--- src/hdl/qrs_pkg.sv ---
// Shared types, constants and helpers for the quadratic root solver.
package qrs_pkg;

  localparam int unsigned COEF_W     = 16;
  localparam int unsigned ROOT_W     = 32;
  localparam int unsigned RAD_W      = 64;
  localparam int unsigned SQRT_CELLS = RAD_W / 2;
  localparam int unsigned SREM_W     = SQRT_CELLS + 2;
  localparam int unsigned NUM_W      = 34;
  localparam int unsigned MAG_W      = NUM_W - 1;
  localparam int unsigned DIV_CELLS  = MAG_W;
  localparam int unsigned LATENCY    = 2 + SQRT_CELLS + 1 + DIV_CELLS + 1;

  typedef enum logic [1:0] {
    KIND_NONE  = 2'd0,
    KIND_ONE   = 2'd1,
    KIND_TWO   = 2'd2,
    KIND_DEGEN = 2'd3
  } kind_e;

  typedef enum logic [2:0] {
    MODE_DEG  = 3'd0,
    MODE_LIN  = 3'd1,
    MODE_ZERO = 3'd2,
    MODE_NONE = 3'd3,
    MODE_SYM  = 3'd4,
    MODE_CZ   = 3'd5,
    MODE_GEN1 = 3'd6,
    MODE_GEN2 = 3'd7
  } mode_e;

  typedef struct packed {
    mode_e                   mode;
    logic signed [NUM_W-1:0] base;
    logic                    den_neg;
    logic [COEF_W-1:0]       den_mag;
  } smeta_t;

  typedef struct packed {
    mode_e mode;
    logic  neg1;
    logic  neg2;
  } dmeta_t;

  typedef struct packed {
    logic              sat;
    logic [ROOT_W-1:0] val;
  } clip_t;

  function automatic clip_t clip_root(input logic signed [NUM_W-1:0] v);
    clip_t r;
    r.sat = 1'b0;
    r.val = v[ROOT_W-1:0];
    if (v > $signed({{(NUM_W-ROOT_W+1){1'b0}}, {(ROOT_W-1){1'b1}}})) begin
      r.sat = 1'b1;
      r.val = {1'b0, {(ROOT_W-1){1'b1}}};
    end else if (v < $signed({{(NUM_W-ROOT_W+1){1'b1}}, {(ROOT_W-1){1'b0}}})) begin
      r.sat = 1'b1;
      r.val = {1'b1, {(ROOT_W-1){1'b0}}};
    end
    return r;
  endfunction

endpackage

--- src/hdl/qrs_div_cell.sv ---
// One divider cell: retires one quotient bit per stage for both roots.
module qrs_div_cell import qrs_pkg::*; (
  input  logic                        clk_i,
  input  logic                        rst_ni,
  input  logic                        valid_i,
  input  logic [1:0][MAG_W-1:0]       num_i,
  input  logic [1:0][COEF_W-1:0]      rem_i,
  input  logic [1:0][MAG_W-1:0]       quo_i,
  input  logic [COEF_W-1:0]           den_i,
  input  dmeta_t                      meta_i,
  output logic                        valid_o,
  output logic [1:0][MAG_W-1:0]       num_o,
  output logic [1:0][COEF_W-1:0]      rem_o,
  output logic [1:0][MAG_W-1:0]       quo_o,
  output logic [COEF_W-1:0]           den_o,
  output dmeta_t                      meta_o
);

  logic [1:0][COEF_W:0]  cur;
  logic [1:0]            ge;
  logic [1:0][COEF_W-1:0] rem_d;

  always_comb begin
    for (int l = 0; l < 2; l++) begin
      cur[l]   = {rem_i[l], num_i[l][MAG_W-1]};
      ge[l]    = (cur[l] >= {1'b0, den_i});
      rem_d[l] = ge[l] ? COEF_W'(cur[l] - {1'b0, den_i}) : cur[l][COEF_W-1:0];
    end
  end

  always_ff @(posedge clk_i or negedge rst_ni) begin
    if (!rst_ni) begin
      valid_o <= 1'b0;
    end else begin
      valid_o <= valid_i;
    end
  end

  always_ff @(posedge clk_i) begin
    for (int l = 0; l < 2; l++) begin
      num_o[l] <= {num_i[l][MAG_W-2:0], 1'b0};
      quo_o[l] <= {quo_i[l][MAG_W-2:0], ge[l]};
    end
    rem_o  <= rem_d;
    den_o  <= den_i;
    meta_o <= meta_i;
  end

endmodule

--- config.mk ---
export PLATFORM = sky130hd
export DESIGN_NAME = qrs_div_cell
export DESIGN_NICKNAME = d
export VERILOG_FILES = /design/src/hdl/qrs_pkg.sv /design/src/hdl/qrs_div_cell.sv
export SDC_FILE = /design/constraint.sdc
export NUM_CORES = 1
export LEC_CHECK = 0
export BUFFER_PORTS_ARGS = -buffer_cell sky130_fd_sc_hd__buf_4
export CAP_MARGIN = 40
export CORE_MARGIN = 8
export CORE_UTILIZATION = 35
export CTS_BUF_LIST = sky130_fd_sc_hd__clkbuf_8
export DETAILED_ROUTE_END_ITERATION = 8
export PLACE_DENSITY = 0.7
export SETUP_SLACK_MARGIN = 0.05
export SLEW_MARGIN = 20
export SYNTH_ARGS = -nofsm -noshare
export SYNTH_HDL_FRONTEND = slang
export SYNTH_SLANG_ARGS = --single-unit
export TNS_END_PERCENT = 5
--- constraint.sdc ---
create_clock -name clk_i -period 0.8 [get_ports clk_i]
set_input_delay 0.08 -clock clk_i [delete_from_list [all_inputs] [get_ports clk_i]]
set_output_delay 0.08 -clock clk_i [all_outputs]
set_load 0.02 [all_outputs]
==> results.py <==
metrics = {
    "finish": {
        "final_cell_count_without_fillers": 1371,
        "final_area_sq_um": 13500,
        "syn_to_final_growth_pct": 127,
        "layout.core_utilization_pct": 81.1,
        "final_layout_size_suffix_gt1_share_pct": 69.7,
        "nets": 1358,
    },
    "critical_path": {
        "cp.arrival_ns": 1.97,
        "critical_path.slowest_cell": "fa_2",
        "number_of_buffer_and_inverter_instances_along_the_worst_setup_path": 1,
        "timing.setup.critical_path_class": "primary input to flip-flop",
        "timing.critical_path.cells": "buf_4, ha_2, fa_2, nand2b_4, a21oi_2, o311a_4, o21ai_1, a21o_1, a31o_2",
        "critical_path_required_ns": 1.15,
        "setup.worst_path.end_class": "flip-flop",
        "critical_path.top_delay_family": "compound AO/OA/AOI/OAI gates",
        "cp-start-kind": "primary input",
        "critPathMaxStageDelay_ns": 0.36,
        "worst-path-max-fanout": 3,
    },
    "grt": {
        "groute.usage.overall_pct": 28.2,
        "grt_start_max_net_pins": 19,
        "first_pass_grt_wire_length_microns": 45400,
        "grt_pass1_vias": 6917,
        "grt_antenna_before_repair": 2,
        "globalRouteOverflowTotal": 0,
    },
    "drt": {
        "drc": 0,
        "detail_route.vias_per_cell": 4.74,
        "detail_route.wl_per_cell_microns": 23.4,
        "detailroute.wirelength.met3_microns": 2140,
        "routed_wirelength_microns": 32100,
        "drtAntennaViolNets": 0,
        "met2_layer_wire_length_in_the_routed_design_microns": 17000,
        "highest_layer": "met4",
        "dr.pass1.iters": 4,
        "routed-via-count": 6505,
        "drt_first_iter_violations": 247,
        "drt-met1-wl_microns": 11800,
    },
    "timing": {
        "timing.final.hold_violations": 1,
        "fmax_ghz": 0.619,
        "setup_ws_ns": -0.814,
        "timing.final.setup_violations": 218,
        "timing.hold.ws_ns": -0.0262,
        "finalSetupTns_ns": -61.06,
        "layout_worst_path_cycle_share_pct": 202,
        "report.final.slew_viol_count": 0,
        "grt_setup_unrepaired": "yes",
        "min_period_ns": 1.61,
    },
    "synth": {
        "synth_top_area_share_pct": 61.5,
        "yosys_most_used_dff": "dfxtp_1",
        "synth_instances": 476,
        "synth-warning-count": 0,
        "asyncSetResetFlopFracSynth_pct": 0.543,
        "yosys_register_bits": 184,
        "library_cell_with_the_highest_instance_count_after_synthesis": "dfxtp_1",
        "post_synth_num_cell_types": 65,
        "post_synth_most_frequent_cells": "dfxtp_1, inv_1, ha_1",
        "sequential_element_share_of_the_synthesized_area_pct": 61.9,
        "syn-mean-instance-area_sq_um": 12.5,
        "synth_edf_count": 0,
        "yosys-top-cells-area": "dfxtp_1, ha_1, mux2_2",
        "synth_top_cell_by_area": "dfxtp_1",
        "synth_area_sq_um": 5960,
    },
    "hold_path": {
        "hp-start": "rem_i[26]",
        "timing.hold.worst.class": "primary input to flip-flop",
        "worstHoldPathCells": 3,
        "capture_endpoint_of_the_worst_hold_path": "rem_o[27]",
    },
    "floorplan": {
        "core.rowCount": 47,
        "floorplan.die_area_sq_um": 21500,
        "die-width_microns": 146,
        "core-area_sq_um": 16600,
        "pin_count": 374,
        "die_height_microns": 146,
        "initial_utilization_pct": 35.8,
    },
    "cts": {
        "htree_levels": 4,
        "numClockSinks": 184,
        "clock_path_buffers": 2,
        "cts_tree": "done",
        "cts_made_buffers": 17,
        "worst_setup_hold_path_clk_slew_ns": 0.10,
        "cts_root_buffer": "clkbuf_8",
    },
    "power": {
        "power.share.switching_pct": 31.0,
        "leakage_nw": 6.16,
        "power_switching_mw": 7.62,
        "peakVddDrop_mv": 2.08,
        "power_per_cell_area_nw_per_um2": 1820,
        "power_frac_seq_pct": 42.7,
        "portion_of_total_power_attributed_to_the_clock_network_pct": 26.1,
        "internal_pwr_total_mw": 17.0,
        "share_comb_of_total_power_pct": 31.2,
    },
    "run": {
        "max_cap_viol_count": 0,
    },
    "status": {
        "run_status": "complete, but fails checks",
        "violations": "negative hold slack, negative setup slack",
    },
    "placed_design": {
        "dp_hpwl_microns": 19200,
        "gpl.final_weighted_congestion": 0.890,
        "dpl_cell_area_sq_um": 9770,
        "numPlacedInstances": 1145,
        "place.port_buffers": 369,
    },
}
[layer usage]
layer	vias to the layer above	track usage [%]
li1	2961	-
met1	3126	29.8
met2	339	51.3
met3	79	8.34
met4	0	11.6
met5	-	0
[sequential cells by signal, indices dropped and copies added (netlist names)]
name,cells
den_o,16
meta_o,5
num_o,64
quo_o,66
rem_o,32
valid_o,1
[kinds of logic after synthesis]
group / Yosys count / synth area share (%)
AOI/OAI and AO/OA: 88 / 11.4
xor gates and xnor gates: 19 / 2.79
adders and majority gates: 34 / 7.39
buffers and inverters: 42 / 3.49
DFF: 184 / 61.9
muxes: 28 / 5.73
other: 1 / 0.0630
and+or+nand+nor: 80 / 7.16
[power groups by stage]
stage / Sequential, mW / Combinational (mW) / Clock [mW]
finish: 10.5 / 7.67 / 6.43
global route: 10.5 / 8.01 / 6.86
CTS: 10.4 / 7.20 / 6.45
detailed placement: 10.3 / 5.60 / 0
global placement: 10.3 / 5.54 / 0
floorplan: 11.3 / 1.76 / 0
[cell type report]
type	count	area, sq um
inverters	33	154
diodes	2	5.00
repair buffers	648	6090
clock buffers	17	234
clock inverters	15	166
fillers	872	3150
well taps	220	275
flip-flops and latches	184	3920
multi-input cells	252	2660
[worst max-delay path by stage]
stage,from,endpoint,depth (start not counted)
after floorplan,den_i[3],rem_o[10],9
final,den_i[0],rem_o[26],9
after global placement,den_i[0],rem_o[12],9
after global routing,num_i[65],rem_o[28],10
after detailed placement,den_i[0],rem_o[12],9
after CTS,den_i[14],rem_o[4],11
[what timing repair did]
item	in CTS	in global routing
hold buffers	180	1
setup endpoints to repair	218	218
setup buffers	9	2
pin swaps	12	25
cloned	2	0
resized for setup	417	62
endpoints found under the hold margin	181	2
[per-stage QoR]
| step | setup slack, ns | power, mW | hold slack, ns |
|---|---|---|---|
| 3_5_place_dp | -1.29 | 15.9 | -0.144 |
| 2_1_floorplan | -1.14 | 13.0 | -0.216 |
| 5_1_grt | -0.809 | 25.4 | -0.0406 |
| 3_3_place_gp | -1.26 | 15.9 | -0.145 |
| 6_report | -0.814 | 24.6 | -0.0262 |
| 4_1_cts | -0.725 | 24.0 | -0.260 |
[layout by cell type (no fill, tap or decap), drive strengths merged, types with 3 or more instances in the layout]
cell and n:
o22ai 3, ha 32, clkinv 3, a31oi 3
dlygate4sd3 181, nand3 10, a211o 4, xnor2 9
and2 3, nand4 3, clkinvlp 5, xor2 10
mux2 22, nor2 16, nor3b 3, mux2i 6
o21a 10, nand2b 7, a21oi 25, o21ai 12
clkbuf 17, inv 39, buf 467, dfxtp 183
nor2b 5, nand2 14, nor3 10, a21o 10
Power figures use the tool's default switching activity.
