<file path="config.mk">
export PLATFORM = sky130hd
export DESIGN_NAME = qrs_front
export DESIGN_NICKNAME = d
export VERILOG_FILES = /design/src/hdl/qrs_pkg.sv /design/src/hdl/qrs_front.sv
export SDC_FILE = /design/constraint.sdc
export NUM_CORES = 2
export LEC_CHECK = 0
export ABC_AREA = 1
export BUFFER_PORTS_ARGS = -buffer_cell sky130_fd_sc_hd__clkbuf_2
export CAP_MARGIN = 20
export CORE_MARGIN = 2
export CORE_UTILIZATION = 55
export CTS_CLUSTER_DIAMETER = 30
export DETAILED_ROUTE_END_ITERATION = 10
export PLACE_DENSITY_LB_ADDON = 0.3
export REMOVE_ABC_BUFFERS = 1
export SYNTH_ARGS = -nofsm -noshare
export SYNTH_HDL_FRONTEND = slang
export SYNTH_SLANG_ARGS = --single-unit
</file>
<file path="constraint.sdc">
create_clock -name clk_i -period 3.1 [get_ports clk_i]
set_clock_uncertainty 0.2 [all_clocks]
set_input_delay 0.465 -clock clk_i [delete_from_list [all_inputs] [get_ports clk_i]]
set_output_delay 0.465 -clock clk_i [all_outputs]
set_load 0.005 [all_outputs]
</file>
<file path="src/hdl/qrs_pkg.sv">
// Shared types, constants and helpers for the quadratic root solver.
package qrs_pkg;

  localparam int unsigned COEF_W     = 16;
  localparam int unsigned ROOT_W     = 32;
  localparam int unsigned RAD_W      = 64;
  localparam int unsigned SQRT_CELLS = RAD_W / 2;
  localparam int unsigned SREM_W     = SQRT_CELLS + 2;
  localparam int unsigned NUM_W      = 34;
  localparam int unsigned MAG_W      = NUM_W - 1;
  localparam int unsigned DIV_CELLS  = MAG_W;
  localparam int unsigned LATENCY    = 2 + SQRT_CELLS + 1 + DIV_CELLS + 1;

  typedef enum logic [1:0] {
    KIND_NONE  = 2'd0,
    KIND_ONE   = 2'd1,
    KIND_TWO   = 2'd2,
    KIND_DEGEN = 2'd3
  } kind_e;

  typedef enum logic [2:0] {
    MODE_DEG  = 3'd0,
    MODE_LIN  = 3'd1,
    MODE_ZERO = 3'd2,
    MODE_NONE = 3'd3,
    MODE_SYM  = 3'd4,
    MODE_CZ   = 3'd5,
    MODE_GEN1 = 3'd6,
    MODE_GEN2 = 3'd7
  } mode_e;

  typedef struct packed {
    mode_e                   mode;
    logic signed [NUM_W-1:0] base;
    logic                    den_neg;
    logic [COEF_W-1:0]       den_mag;
  } smeta_t;

  typedef struct packed {
    mode_e mode;
    logic  neg1;
    logic  neg2;
  } dmeta_t;

  typedef struct packed {
    logic              sat;
    logic [ROOT_W-1:0] val;
  } clip_t;

  function automatic clip_t clip_root(input logic signed [NUM_W-1:0] v);
    clip_t r;
    r.sat = 1'b0;
    r.val = v[ROOT_W-1:0];
    if (v > $signed({{(NUM_W-ROOT_W+1){1'b0}}, {(ROOT_W-1){1'b1}}})) begin
      r.sat = 1'b1;
      r.val = {1'b0, {(ROOT_W-1){1'b1}}};
    end else if (v < $signed({{(NUM_W-ROOT_W+1){1'b1}}, {(ROOT_W-1){1'b0}}})) begin
      r.sat = 1'b1;
      r.val = {1'b1, {(ROOT_W-1){1'b0}}};
    end
    return r;
  endfunction

endpackage

</file>
<file path="src/hdl/qrs_front.sv">
// Front stages: coefficient products, case decode, radicand and numerator base.
module qrs_front import qrs_pkg::*; (
  input  logic                     clk_i,
  input  logic                     rst_ni,
  input  logic                     valid_i,
  input  logic signed [COEF_W-1:0] coef_a_i,
  input  logic signed [COEF_W-1:0] coef_b_i,
  input  logic signed [COEF_W-1:0] coef_c_i,
  output logic                     valid_o,
  output logic [RAD_W-1:0]         rad_o,
  output smeta_t                   meta_o
);

  logic                     v1_q;
  logic signed [COEF_W-1:0] a_q, b_q, c_q;
  logic [2*COEF_W-1:0]      bb_q;
  logic signed [2*COEF_W-1:0] ac_q;
  logic [2*COEF_W-1:0]      acm_q;

  logic [COEF_W-1:0] am, cm;
  assign am = coef_a_i[COEF_W-1] ? COEF_W'(-coef_a_i) : coef_a_i;
  assign cm = coef_c_i[COEF_W-1] ? COEF_W'(-coef_c_i) : coef_c_i;

  always_ff @(posedge clk_i or negedge rst_ni) begin
    if (!rst_ni) begin
      v1_q <= 1'b0;
    end else begin
      v1_q <= valid_i;
    end
  end

  always_ff @(posedge clk_i) begin
    a_q   <= coef_a_i;
    b_q   <= coef_b_i;
    c_q   <= coef_c_i;
    bb_q  <= (2*COEF_W)'(coef_b_i) * (2*COEF_W)'(coef_b_i);
    ac_q  <= coef_a_i * coef_c_i;
    acm_q <= am * cm;
  end

  logic signed [NUM_W-1:0] d, b_ext, c_ext;
  logic                    az, bz, cz;
  logic                    rv_q;
  logic [RAD_W-1:0]        rad_d;
  smeta_t                  meta_d;

  always_comb begin
    d     = $signed({2'b00, bb_q}) - $signed({ac_q, 2'b00});
    b_ext = NUM_W'(b_q);
    c_ext = NUM_W'(c_q);
    az    = (a_q == '0);
    bz    = (b_q == '0);
    cz    = (c_q == '0);
    rad_d = '0;
    meta_d.base    = '0;
    meta_d.den_neg = a_q[COEF_W-1];
    meta_d.den_mag = a_q[COEF_W-1] ? COEF_W'(-a_q) : a_q;
    if (az && bz) begin
      meta_d.mode = MODE_DEG;
    end else if (az) begin
      meta_d.mode    = MODE_LIN;
      meta_d.base    = -(c_ext <<< 16);
      meta_d.den_neg = b_q[COEF_W-1];
      meta_d.den_mag = b_q[COEF_W-1] ? COEF_W'(-b_q) : b_q;
    end else if (bz && cz) begin
      meta_d.mode = MODE_ZERO;
    end else if (bz) begin
      meta_d.den_neg = 1'b0;
      if (c_q[COEF_W-1] == a_q[COEF_W-1]) begin
        meta_d.mode = MODE_NONE;
      end else begin
        meta_d.mode = MODE_SYM;
        rad_d       = {acm_q, {(RAD_W-2*COEF_W){1'b0}}};
      end
    end else if (cz) begin
      meta_d.mode = MODE_CZ;
      meta_d.base = -(b_ext <<< 16);
    end else if (d[NUM_W-1]) begin
      meta_d.mode = MODE_NONE;
    end else begin
      meta_d.mode = (d == '0) ? MODE_GEN1 : MODE_GEN2;
      meta_d.base = -(b_ext <<< 15);
      rad_d       = {{(RAD_W-NUM_W-16){1'b0}}, d, 16'h0000};
    end
  end

  always_ff @(posedge clk_i or negedge rst_ni) begin
    if (!rst_ni) begin
      rv_q <= 1'b0;
    end else begin
      rv_q <= v1_q;
    end
  end

  always_ff @(posedge clk_i) begin
    rad_o  <= rad_d;
    meta_o <= meta_d;
  end

  assign valid_o = rv_q;

endmodule

</file>
==> results.sh <==
export IMPL_max_slew_margin_rel_pct=51.3
export IMPL_gr_total_overflow=0
export IMPL_timing_final_crit_share_pct=208
export IMPL_place_gp_congestion=0.999
export IMPL_cts_sink_count=229
export IMPL_r2r_end="meta_o[51]"
export IMPL_final_max_slew_violation_count=0
export IMPL_postLayoutCoreUtil_pct=76.0
export IMPL_r2r_slack_ps=-270
export IMPL_netlist_cell_type_count=66
export IMPL_fp_dieW_um=265
export IMPL_critPathSlowestCell="sky130_fd_sc_hd__fa_1"
export IMPL_post_synth_instance_area_um2=37400
export IMPL_grt_antenna_before_repair=2
export IMPL_synth_warnings=0
export IMPL_synth_sequential_area_ratio_pct=12.3
export IMPL_root_buffer="sky130_fd_sc_hd__clkbuf_16"
export IMPL_detailed_place_hpwl_um=92200
export IMPL_synth_cells=4644
export IMPL_hold_start="coef_b_i[14]"
export IMPL_place_port_buffers=137
export IMPL_synth_seq_cells=229
export IMPL_arrival_ps=6690
export IMPL_die_height_um=265
export IMPL_final_hold_viol_count=0
export IMPL_num_vias=34441
export IMPL_synth_enable_flop_cells=0
export IMPL_critPathLaunchType="primary input"
export IMPL_setup_crit_path_kind="primary input to flip-flop"
export IMPL_timing_fmax_ghz=0.155
export IMPL_worst_slack_ps=-3330
export IMPL_area_growth_syn_to_layout_pct=36.6
export IMPL_worstPathRequired_ps=3360
export IMPL_htree_levels=2
export IMPL_cts_inserted_buffers=47
export IMPL_detail_route_wl_per_cell_um=19.6
export IMPL_violations="setup timing"
export IMPL_drive_gt1_share_pct=31.2
export IMPL_reg2reg_depth=19
export IMPL_clk_transition_reported_paths_ps=50
export IMPL_initial_util_pct=55.7
export IMPL_endpoint_kind="flip-flop"
export IMPL_whs_ps=21.1
export IMPL_cts_tree="built"
export IMPL_grt_pass1_vias=35787
export IMPL_final_min_clock_period_ps=6430
export IMPL_place_worst_setup_slack_ps=-4190
export IMPL_grt_start_max_net_pins=28
export IMPL_antenna_violating_nets_post_route=0
export IMPL_groute_usage_overall_pct=34.2
export IMPL_fp_dieArea_um2=70200
export IMPL_wirelength_um=126000
export IMPL_clock_latency_ps=600
export IMPL_async_flop_share_pct=0.873
export IMPL_setup_viol=104
export IMPL_min_delay_path_depth=2
export IMPL_regToRegStartpoint="ac_q[13]"
export IMPL_worst_pin_slew_ps=725
export IMPL_wire_length_of_the_first_global_routing_pass_um=188000
export IMPL_min_delay_worst_endpoint="b_q[14]"
export IMPL_worst_path_most_repeated_cell="sky130_fd_sc_hd__fa_1"
export IMPL_run_status="finished with violations"
export IMPL_crit_fanout=8
export IMPL_num_nets_final=6577
export IMPL_design_portCount=170
export IMPL_ys_flop_type="sky130_fd_sc_hd__dfxtp_1"
export IMPL_drt_first_iter_violations=2995
export IMPL_dr_pass1_iters=9
export IMPL_drc_violations_left=0
export IMPL_syn_mean_instance_area_um2=8.06
export IMPL_max_clock_path_buffers=3
export IMPL_worst_path_largest_cell_delay_ps=560
export IMPL_total_number_of_placement_rows=95
export IMPL_rsz0062_at_grt="true"
export IMPL_routed_via_density=5.35
export IMPL_maxCapViolations=0
export IMPL_hp_class="primary input to flip-flop"
export IMPL_design_core_area_um2=67300
[routing by layer]
metal	GRT usage (%)	wire, um	up-vias
li1	-	-	15264
met1	43.2	47000	16758
met2	58.8	61500	1913
met3	5.93	11200	506
met4	12.8	6840	0
met5	0	0	-
[per-stage QoR]
| stage | instance area, um2 | std cells | setup TNS (ps) |
|---|---|---|---|
| 3_3_place_gp | 43800 | 6196 | -238190 |
| 6_report | 51200 | 6438 | -183840 |
| 5_1_grt | 51100 | 6434 | -200460 |
| 4_1_cts | 49600 | 6391 | -168180 |
| 3_5_place_dp | 43800 | 6196 | -243260 |
| 2_1_floorplan | 36800 | 4510 | -192270 |
[state kept, by name, indices dropped and copies added (netlist names)]
| signal | cells |
|---|---|
| rad_o | 47 |
| meta_o | 39 |
| acm_q | 32 |
| ac_q | 31 |
| bb_q | 31 |
| a_q | 16 |
| c_q | 16 |
| b_q | 15 |
| v1_q | 1 |
| valid_o | 1 |
[cell type report]
type                            instances  area (um2)
Sequential cell                       229        4590
Multi-Input combinational cell       2991       30500
Clock inverter                         34         393
Antenna cell                            4        10.0
Timing Repair Buffer                  963        8340
Tap cell                              873        1090
Inverter                             1290        4900
Fill cell                            4316       16100
Clock buffer                           54        1270
[worst max path at each step]
| stage | startpoint | endpoint | slack (ps) | depth (start not counted) |
|---|---|---|---|---|
| 5_1_grt | coef_a_i[1] | acm_q[31] | -3560 | 32 |
| 6_report | coef_a_i[1] | acm_q[29] | -3330 | 31 |
| 3_5_place_dp | coef_a_i[0] | acm_q[29] | -4190 | 31 |
| 4_1_cts | coef_a_i[1] | acm_q[29] | -3100 | 33 |
| 3_3_place_gp | coef_a_i[0] | acm_q[30] | -4040 | 30 |
| 2_1_floorplan | coef_a_i[0] | acm_q[26] | -4110 | 28 |
[synthesized netlist by cell type, types with 8 or more instances]
cell type	count	area (um2)
sky130_fd_sc_hd__buf_1	17	63.8
sky130_fd_sc_hd__nand2_2	13	81.3
sky130_fd_sc_hd__a21oi_1	184	921
sky130_fd_sc_hd__ha_1	307	3840
sky130_fd_sc_hd__a31oi_1	8	50.1
sky130_fd_sc_hd__nand3_1	73	365
sky130_fd_sc_hd__o211ai_1	14	105
sky130_fd_sc_hd__dfxtp_1	227	4540
sky130_fd_sc_hd__buf_4	33	248
sky130_fd_sc_hd__or2_2	19	119
sky130_fd_sc_hd__clkbuf_1	101	379
sky130_fd_sc_hd__nand4_1	21	131
sky130_fd_sc_hd__inv_1	1274	4780
sky130_fd_sc_hd__inv_2	11	41.3
sky130_fd_sc_hd__xor2_1	104	911
sky130_fd_sc_hd__nor2_1	286	1070
sky130_fd_sc_hd__fa_1	697	14000
sky130_fd_sc_hd__xnor2_1	55	482
sky130_fd_sc_hd__o21ai_0	109	546
sky130_fd_sc_hd__a21o_1	15	113
sky130_fd_sc_hd__nor3_1	33	165
sky130_fd_sc_hd__buf_2	8	40.0
sky130_fd_sc_hd__o21bai_1	12	90.1
sky130_fd_sc_hd__nand2_1	909	3410
sky130_fd_sc_hd__nor2_2	27	169
[logic make-up after synthesis]
family | Yosys count | share of synthesized area [%]
compound gates | 378 | 5.65
xor+xnor | 160 | 3.76
fa+ha+maj | 1004 | 47.5
buf+inv | 1455 | 15.1
flops | 229 | 12.3
mux | 2 | 0.0535
other cells | 1 | 0.0100
simple gates | 1415 | 15.7
[cells in the final DEF (no fill, tap or decap), types with 14 or more instances in the layout]
cell type and n:
sky130_fd_sc_hd__inv_1 1142, sky130_fd_sc_hd__nand2_1 797, sky130_fd_sc_hd__fa_1 661, sky130_fd_sc_hd__buf_4 637, sky130_fd_sc_hd__nor2_1 248, sky130_fd_sc_hd__dfxtp_1 227
sky130_fd_sc_hd__ha_1 214, sky130_fd_sc_hd__inv_2 126, sky130_fd_sc_hd__buf_6 125, sky130_fd_sc_hd__clkbuf_2 111, sky130_fd_sc_hd__a21oi_1 101, sky130_fd_sc_hd__xor2_1 94
sky130_fd_sc_hd__nand2_2 84, sky130_fd_sc_hd__ha_4 82, sky130_fd_sc_hd__o21ai_0 71, sky130_fd_sc_hd__a21oi_2 64, sky130_fd_sc_hd__clkbuf_16 58, sky130_fd_sc_hd__nand3_1 53
sky130_fd_sc_hd__nor2_2 46, sky130_fd_sc_hd__xnor2_1 41, sky130_fd_sc_hd__buf_12 40, sky130_fd_sc_hd__nand2_4 37, sky130_fd_sc_hd__fa_2 36, sky130_fd_sc_hd__conb_1 32
sky130_fd_sc_hd__nor3_1 22, sky130_fd_sc_hd__o21ai_1 22, sky130_fd_sc_hd__nand4_1 21, sky130_fd_sc_hd__a21oi_4 21, sky130_fd_sc_hd__nand3_2 20, sky130_fd_sc_hd__nor2_4 20
sky130_fd_sc_hd__buf_8 20, sky130_fd_sc_hd__o21ai_2 16, sky130_fd_sc_hd__a21o_1 15, sky130_fd_sc_hd__inv_4 14, sky130_fd_sc_hd__o211ai_1 14, sky130_fd_sc_hd__xnor2_2 14
[critical path: cells and delay by family]
kind / cells / cell delay (ps)
AND/OR/NAND/NOR: 11 / 1650
AO/OA/AOI/OAI: 2 / 150
adder cells (fa/ha/maj): 8 / 3260
XOR/XNOR: 2 / 340
buffers and inverters: 8 / 830
[what timing repair did]
item / 4_1_cts / 5_1_grt
endpoints found under the hold margin: 9 / 0
buffers inserted: 108 / 57
endpoints found under the setup margin: 83 / 117
cloned: 3 / 0
pin swaps: 290 / 248
gates resized for setup: 754 / 316
hold buffers: 9 / 0
Power is not shown: default switching activity piles up to over one toggle a cycle in this logic, so the estimate is an artifact.
