[src/hdl/qrs_pkg.sv]
// Shared types, constants and helpers for the quadratic root solver.
package qrs_pkg;

  localparam int unsigned COEF_W     = 16;
  localparam int unsigned ROOT_W     = 32;
  localparam int unsigned RAD_W      = 64;
  localparam int unsigned SQRT_CELLS = RAD_W / 2;
  localparam int unsigned SREM_W     = SQRT_CELLS + 2;
  localparam int unsigned NUM_W      = 34;
  localparam int unsigned MAG_W      = NUM_W - 1;
  localparam int unsigned DIV_CELLS  = MAG_W;
  localparam int unsigned LATENCY    = 2 + SQRT_CELLS + 1 + DIV_CELLS + 1;

  typedef enum logic [1:0] {
    KIND_NONE  = 2'd0,
    KIND_ONE   = 2'd1,
    KIND_TWO   = 2'd2,
    KIND_DEGEN = 2'd3
  } kind_e;

  typedef enum logic [2:0] {
    MODE_DEG  = 3'd0,
    MODE_LIN  = 3'd1,
    MODE_ZERO = 3'd2,
    MODE_NONE = 3'd3,
    MODE_SYM  = 3'd4,
    MODE_CZ   = 3'd5,
    MODE_GEN1 = 3'd6,
    MODE_GEN2 = 3'd7
  } mode_e;

  typedef struct packed {
    mode_e                   mode;
    logic signed [NUM_W-1:0] base;
    logic                    den_neg;
    logic [COEF_W-1:0]       den_mag;
  } smeta_t;

  typedef struct packed {
    mode_e mode;
    logic  neg1;
    logic  neg2;
  } dmeta_t;

  typedef struct packed {
    logic              sat;
    logic [ROOT_W-1:0] val;
  } clip_t;

  function automatic clip_t clip_root(input logic signed [NUM_W-1:0] v);
    clip_t r;
    r.sat = 1'b0;
    r.val = v[ROOT_W-1:0];
    if (v > $signed({{(NUM_W-ROOT_W+1){1'b0}}, {(ROOT_W-1){1'b1}}})) begin
      r.sat = 1'b1;
      r.val = {1'b0, {(ROOT_W-1){1'b1}}};
    end else if (v < $signed({{(NUM_W-ROOT_W+1){1'b1}}, {(ROOT_W-1){1'b0}}})) begin
      r.sat = 1'b1;
      r.val = {1'b1, {(ROOT_W-1){1'b0}}};
    end
    return r;
  endfunction

endpackage

[src/hdl/qrs_sqrt_cell.sv]
// One square root cell: retires one root bit per stage.
module qrs_sqrt_cell import qrs_pkg::*; (
  input  logic              clk_i,
  input  logic              rst_ni,
  input  logic              valid_i,
  input  logic [RAD_W-1:0]  rad_i,
  input  logic [SREM_W-1:0] rem_i,
  input  logic [ROOT_W-1:0] root_i,
  input  smeta_t            meta_i,
  output logic              valid_o,
  output logic [RAD_W-1:0]  rad_o,
  output logic [SREM_W-1:0] rem_o,
  output logic [ROOT_W-1:0] root_o,
  output smeta_t            meta_o
);

  logic [SREM_W+1:0] cur, trial;
  logic              ge;

  assign cur   = {rem_i, rad_i[RAD_W-1 -: 2]};
  assign trial = {2'b00, root_i, 2'b01};
  assign ge    = (cur >= trial);

  always_ff @(posedge clk_i or negedge rst_ni) begin
    if (!rst_ni) begin
      valid_o <= 1'b0;
    end else begin
      valid_o <= valid_i;
    end
  end

  always_ff @(posedge clk_i) begin
    rad_o  <= {rad_i[RAD_W-3:0], 2'b00};
    rem_o  <= ge ? SREM_W'(cur - trial) : SREM_W'(cur);
    root_o <= {root_i[ROOT_W-2:0], ge};
    meta_o <= meta_i;
  end

endmodule

[config.mk]
export PLATFORM = sky130hd
export DESIGN_NAME = qrs_sqrt_cell
export DESIGN_NICKNAME = d
export VERILOG_FILES = /design/src/hdl/qrs_pkg.sv /design/src/hdl/qrs_sqrt_cell.sv
export SDC_FILE = /design/constraint.sdc
export NUM_CORES = 1
export LEC_CHECK = 0
export BUFFER_PORTS_ARGS = -buffer_cell sky130_fd_sc_hd__buf_2
export CAP_MARGIN = 10
export CORE_AREA = 2 2 146 148
export CTS_BUF_LIST = sky130_fd_sc_hd__clkbuf_8 sky130_fd_sc_hd__clkbuf_16
export DETAILED_ROUTE_END_ITERATION = 6
export DIE_AREA = 0 0 148 150
export HOLD_SLACK_MARGIN = 0.08
export PLACE_DENSITY = 0.67
export SYNTH_ARGS = -nofsm -noshare
export SYNTH_HDL_FRONTEND = slang
export SYNTH_SLANG_ARGS = --single-unit
[constraint.sdc]
create_clock -name clk_i -period 0.8 [get_ports clk_i]
set_input_delay 0.08 -clock clk_i [delete_from_list [all_inputs] [get_ports clk_i]]
set_output_delay 0.08 -clock clk_i [all_outputs]
set_load 0.02 [all_outputs]
==> impl_metrics.csv, run 1 <==
group,metric,value,unit
timing,period_minus_slack,1.896,ns
cts,cts_root_buf,"clkbuf_16",
cells_and_area,layout.nets,1485,
job,drv_cap,0,
power,p_leak,6.587,nW
die,ios,372,
power,power.internal,19.04,mW
synthesis,syn_inst,562,
route,drc,0,
synthesis,synth_top_cell_by_area,"dfxtp_1",
die,initial_utilization,0.2967,
min_path,holdCritStartpoint,"rad_i[62]",
grt,grt_usage,0.2364,
timing,setup_viol,218,
timing,setup_ws,-1.096,ns
power,ir_drop,1.222,mV
synthesis,yosysSeqAreaShare,0.5975,
route,vias_per_cell,4.517,
die,die_w,148,um
power,p_per_area,1924,nW/um^2
die,die_area,22200,um^2
timing,hold_viol,0,
cells_and_area,area_delta_synth_final,131.0,%
synthesis,async_reset_ff_frac,0.005464,
setup_path,cp.required,1.11,ns
setup_path,critPathLaunchType,"primary input",
power,switching_share,0.3020,
synthesis,synthTopCellsByCount,"dfxtp_1, nand2_1, inv_1, o21ai_0, ha_1",
die,num_rows,53,
cts,path_clk_slew,0.08,ns
grt,grt-ovfl-total,0,
timing,rsz0062_at_grt,"yes",
route,drtIter0Drc,246,
synthesis,yosys-top-cells-area,"dfxtp_1, ha_1, nand2_1",
power,comb_power_share,0.295,
power,total_power,27.28,mW
setup_path,arrival,2.21,ns
synthesis,ys.flop_type,"dfxtp_1",
setup_path,endpoint_kind,"register",
min_path,min_path_cells,4,
run_status,status,"finished, violations left",
synthesis,ys_types,63,
cts,clock_sinks,183,
synthesis,synth.top_cell.area_share,0.5934,
cts,ctsHoldBuffers,183,
synthesis,syn_area_per_cell,10.92,um^2
power,p_sw,8.238,mW
setup_path,critPathKind,"primary input to register",
route,wl_per_cell,18.38,um
route,drtPass1Iterations,4,
cts,htree_num_levels,4,
timing,finalMaxSlewViolations,0,
route,drt-total-wl,28560,um
timing,max_freq,527.5,MHz
grt,grt_max_degree,20,
synthesis,yosysMostFrequentCell,"dfxtp_1",
min_path,hp-class,"primary input to register",
placement,dp_hpwl,16060,um
synthesis,yosysWarnings,0,
die,die_h,150,um
placement,io_buffers,369,
setup_path,cp_max_fo,7,
cts,clock_path_buffers,2,
grt,grt_pass1_wl,40280,um
timing,period_share,2.370,
power,seq_power_share,0.384,
synthesis,syn_area,6140,um^2
grt,grt_pass1_vias,7298,
cts,cts_inserted_buffers,17,
synthesis,synth_edf_count,0,
cells_and_area,drive_gt1_frac,0.6625,
power,power_frac_clock,0.322,
run_status,failed_checks,"negative setup slack",
die,core,20690,um^2
cts,cts_tree,"done",
route,ant_nets,0,
placement,place.gp.congestion,0.8406,
synthesis,ys_ff_latch,183,
timing,fin_hold_ws,0.05611,ns
min_path,min_to,"rem_o[1]$_DFF_P_",
grt,antenna_found_initial,2,
route,vias,7019,
[registers in the layout (all words and copies together) (netlist names)]
signal / flops
meta_o: 54
rad_o: 62
rem_o: 34
root_o: 32
valid_o: 1
[worst max path at each step]
stage / startpoint / endpoint / cells past startpoint
floorplan: root_i[9] / rem_o[27]$_DFF_P_ / 10
global placement: root_i[3] / rem_o[21]$_DFF_P_ / 12
detailed placement: root_i[3] / rem_o[31]$_DFF_P_ / 12
finish: root_i[7] / rem_o[27]$_DFF_P_ / 12
global route: root_i[7] / rem_o[27]$_DFF_P_ / 12
CTS: root_i[5] / rem_o[3]$_DFF_P_ / 13
[layout by cell type (no fill, tap or decap), types with 3 or more instances in the layout]
master           n
nand2_4          7
buf_4          124
o21ai_0         12
nor2_2           4
dfxtp_2        182
clkbuf_16       20
clkinv_4         3
nand2_2         11
clkinv_8         4
o21ai_2         14
inv_8            4
nor3_1           7
nand3_1          4
inv_4            4
inv_2            4
nand2b_1         5
a21oi_1         20
a31oi_1          3
a21o_1          18
mux2i_1          3
nand2_1         39
xnor2_1         12
nor2_1          14
buf_8            4
xor2_1          10
buf_6          205
buf_2          169
inv_1           32
buf_12           9
ha_1            16
o21ai_1         19
a21oi_2          7
and2_1           3
xor2_2           3
nand4_1          6
dlygate4sd3_1  183
ha_4            18
[power groups by stage]
| stage | clock, mW | sequential, mW | combinational, mW |
|---|---|---|---|
| after global placement | 0 | 10.3 | 5.32 |
| after detailed placement | 0 | 10.3 | 5.39 |
| after CTS | 8.95 | 10.4 | 7.43 |
| final | 8.77 | 10.5 | 8.04 |
| after floorplan | 0 | 11.3 | 1.95 |
| after global routing | 9.31 | 10.5 | 8.47 |
[through the flow]
step | setup WS, ns | cell area, um^2 | util | cells | TNS (ns)
3_5_place_dp | -1.744 | 9408 | 0.4547 | 1306 | -58.31
5_1_grt | -1.188 | 14180 | 0.6854 | 1554 | -72.57
3_3_place_gp | -1.744 | 9408 | 0.4547 | 1306 | -58.37
4_1_cts | -1.106 | 13730 | 0.6636 | 1541 | -67.66
2_1_floorplan | -1.244 | 6494 | - | 563 | -37.97
6_report | -1.096 | 14180 | 0.6854 | 1554 | -63.98
[worst max-delay path, cell delays in order]
cell and delay, ns:
buf_12 0.11, inv_12 0.04, ha_4 0.20, buf_12 0.13, a21o_1 0.17, o41ai_2 0.30
o211ai_1 0.24, a211oi_2 0.24, o21a_4 0.22, buf_6 0.12, clkinv_4 0.05, mux2_4 0.28
[routing by layer]
layer  wire [um]  global-route usage  vias up
met2       15720              0.4544      265
met3        1597             0.05091       63
li1            -                   -     3322
met4         929             0.08810        0
met5           0                   0        -
met1       10310              0.2518     3369
[final cells by class]
class                           count  area [um^2]
Antenna cell                        2        5.005
Clock buffer                       18        439.2
Timing Repair Buffer              698         6260
Clock inverter                     14        181.4
Inverter                           43        201.4
Sequential cell                   183         3896
Multi-Input combinational cell    321         2853
Tap cell                          275        344.1
Fill cell                        1381         6510
[logic make-up (layout without fill, tap and decap cells)]
group | after synthesis | count (layout) | share of synthesized area
muxes | 5 | 5 | 0.008966
other | 1 | 4 | 0.0006108
xor gates and xnor gates | 27 | 27 | 0.03852
and+or+nand+nor | 120 | 120 | 0.09130
adders and majority gates | 34 | 34 | 0.06929
DFF | 183 | 183 | 0.5975
AOI/OAI and AO/OA | 133 | 133 | 0.1518
buffers and inverters | 59 | 773 | 0.04198
[what timing repair did]
action / 4_1_cts / 5_1_grt
buffers inserted: 17 / 13
pin swaps: 39 / 44
cloned: 4 / 3
hold endpoints to repair: 183 / 1
gates resized for setup: 601 / 89
endpoints found under the setup margin: 218 / 218
Note: power is estimated with default switching activity, not from simulation.
==> run 2: changes to the inputs <==
--- a/config.mk
+++ b/config.mk
@@ -7,12 +7,12 @@
 export LEC_CHECK = 0
 export BUFFER_PORTS_ARGS = -buffer_cell sky130_fd_sc_hd__buf_2
 export CAP_MARGIN = 10
-export CORE_AREA = 2 2 146 148
+export CORE_AREA = 2 2 144 146
 export CTS_BUF_LIST = sky130_fd_sc_hd__clkbuf_8 sky130_fd_sc_hd__clkbuf_16
 export DETAILED_ROUTE_END_ITERATION = 6
-export DIE_AREA = 0 0 148 150
+export DIE_AREA = 0 0 146 148
 export HOLD_SLACK_MARGIN = 0.08
-export PLACE_DENSITY = 0.67
+export PLACE_DENSITY = 0.68
 export SYNTH_ARGS = -nofsm -noshare
 export SYNTH_HDL_FRONTEND = slang
 export SYNTH_SLANG_ARGS = --single-unit
==> impl_metrics.csv, run 2 (synthesis gave the netlist of run 1 again) <==
group,metric,value,unit
cells_and_area,layout.nets,1483,
setup_path,cp.required,1.17,ns
placement,pre_cts_ws,-1.574,ns
timing,period_minus_slack,1.907,ns
cts,clock_sinks,183,
grt,grt_usage,0.2617,
timing,hold_viol,0,
grt,antenna_found_initial,2,
die,core,20040,um^2
cells_and_area,largest_reg_flops,62,
run_status,failed_checks,"negative setup slack",
power,power.internal,18.55,mW
route,drc,0,
placement,dp_hpwl,16940,um
placement,placed_cell_area,9392,um^2
route,wl_per_cell,18.82,um
min_path,hp-class,"primary input to register",
setup_path,endpoint_kind,"register",
timing,period_share,2.384,
route,vias,6963,
power,p_per_area,1902,nW/um^2
cells_and_area,drive_gt1_frac,0.6682,
setup_path,cp_top_family,"compound AO/OA/AOI/OAI gates",
timing,finalMaxSlewViolations,0,
power,comb_power_share,0.299,
cells_and_area,reg_top3,"rad_o (62), meta_o (54), rem_o (34)",
route,drt-total-wl,29110,um
timing,setup_viol,218,
cts,clock_path_buffers,2,
cts,cts_inserted_buffers,17,
power,power_frac_clock,0.309,
setup_path,critPathKind,"primary input to register",
setup_path,worst-path-stages,10,
die,die_area,21610,um^2
grt,grt_pass1_wl,43100,um
setup_path,cp.buffers_inverters,1,
setup_path,slowest_delay,0.37,ns
power,switching_share,0.3072,
setup_path,cp_max_fo,5,
timing,tightest_slew,0.5268,ns
power,p_leak,6.553,nW
grt,grt-ovfl-total,0,
setup_path,crit_path_top_delay_cell,"a311oi_2",
power,seq_power_share,0.392,
timing,rsz0062_at_grt,"yes",
power,ir_drop,1.500,mV
die,num_rows,52,
setup_path,critPathLaunchType,"primary input",
timing,max_freq,524.2,MHz
cells_and_area,design_area,14080,um^2
route,ant_nets,0,
cells_and_area,multiInputGateArea,2867,um^2
placement,io_buffers,369,
timing,setup_ws,-1.107,ns
power,total_power,26.78,mW
route,drtIter0Drc,210,
route,drtPass1Iterations,4,
die,die_h,148,um
cts,htree_num_levels,4,
setup_path,cp_cell_sequence,"buf_8 -> ha_4 -> a21o_1 -> or3_1 -> o21a_1 -> a311oi_2 -> o21ai_2 -> a31oi_4 -> mux2i_1 -> a31o_1",
cells_and_area,n_fill_cell,1337,
die,initial_utilization,0.3064,
cells_and_area,regMostFlops,"rad_o",
setup_path,critPathLaunch,"rem_i[3]",
die,ios,372,
cells_and_area,area_delta_synth_final,129.3,%
cells_and_area,seq_area,3896,um^2
cts,cts_root_buf,"clkbuf_16",
cells_and_area,final_cell_mix,"buf_6, dlygate4sd3_1, dfxtp_2",
cts,cts_tree,"done",
job,drv_cap,0,
run_status,status,"finished, violations left",
setup_path,arrival,2.28,ns
cts,path_clk_slew,0.07,ns
timing,fin_hold_ws,0.1320,ns
grt,grt_pass1_vias,7695,
die,die_w,146,um
power,p_sw,8.226,mW
cells_and_area,final_common_cell,"buf_6",
route,vias_per_cell,4.501,
setup_path,cp-endpoint,"rem_o[26]$_DFF_P_",
grt,grt_max_degree,20,
timing,max_slew_margin,0.6458,
placement,place.gp.congestion,0.9538,
-- run 2: cell count changes in the layout (fill, tap and decap cells not counted), moves of 4 or more --
cell,change
buf_12,-4
buf_6,-4
inv_2,+5
o21ai_1,-11
o21ai_2,+9
-- run 2: timing repair --
item                                   CTS  global route
hold buffers                           184             0
gates cloned                             7             0
endpoints found under the hold margin  183             0
gates resized for setup                643            51
buffers inserted                        16            10
setup endpoints to repair              218           218
pin swaps                               42            23
-- run 2: power groups by stage --
| stage | logic [mW] | registers, mW | clock network, mW |
|---|---|---|---|
| floorplan | 1.95 | 11.3 | 0 |
| global placement | 5.36 | 10.3 | 0 |
| detailed placement | 5.40 | 10.3 | 0 |
| CTS | 7.55 | 10.4 | 8.38 |
| global route | 8.43 | 10.6 | 8.77 |
| finish | 8.00 | 10.5 | 8.28 |
-- run 2: area by class of cell --
class	count	area share
repair buffers	695	0.4406
clock buffers	17	0.03021
well taps	270	0.02399
inverters	43	0.01413
diodes	2	0.0003554
clock inverters	15	0.01040
multi-input cells	322	0.2036
flip-flops and latches	183	0.2767
-- run 2: per-layer routing --
layer / part of all wire / track usage
met5: 0 / 0
met4: 0.027 / 0.09806
met3: 0.068 / 0.08056
met2: 0.53 / 0.4936
met1: 0.37 / 0.2725
-- run 2: worst min path at each step --
stage	end	startpoint	depth (start not counted)	slack (ns)
final	rem_o[1]$_DFF_P_	rad_i[62]	4	0.13
after global routing	rem_o[1]$_DFF_P_	rad_i[62]	4	0.13
after CTS	rem_o[1]$_DFF_P_	rad_i[63]	4	0.05
after detailed placement	valid_o$_DFF_PN0_	rst_ni	1	-0.14
after global placement	valid_o$_DFF_PN0_	rst_ni	1	-0.14
after floorplan	valid_o$_DFF_PN0_	rst_ni	0	-0.22
-- run 2: worst min-delay path, delay by kind of cell --
family | cells | cell delay [ns]
mux | 1 | 0.06
fa+ha+maj | 1 | 0.14
buf+inv | 2 | 0.25
-- run 2: through the flow --
step / util / std cells / setup TNS, ns
after floorplan: - / 563 / -37.97
after global placement: 0.4687 / 1298 / -53.06
after detailed placement: 0.4687 / 1298 / -52.63
after CTS: 0.6896 / 1537 / -64.38
after global routing: 0.7025 / 1546 / -72.79
final: 0.7027 / 1547 / -64.91
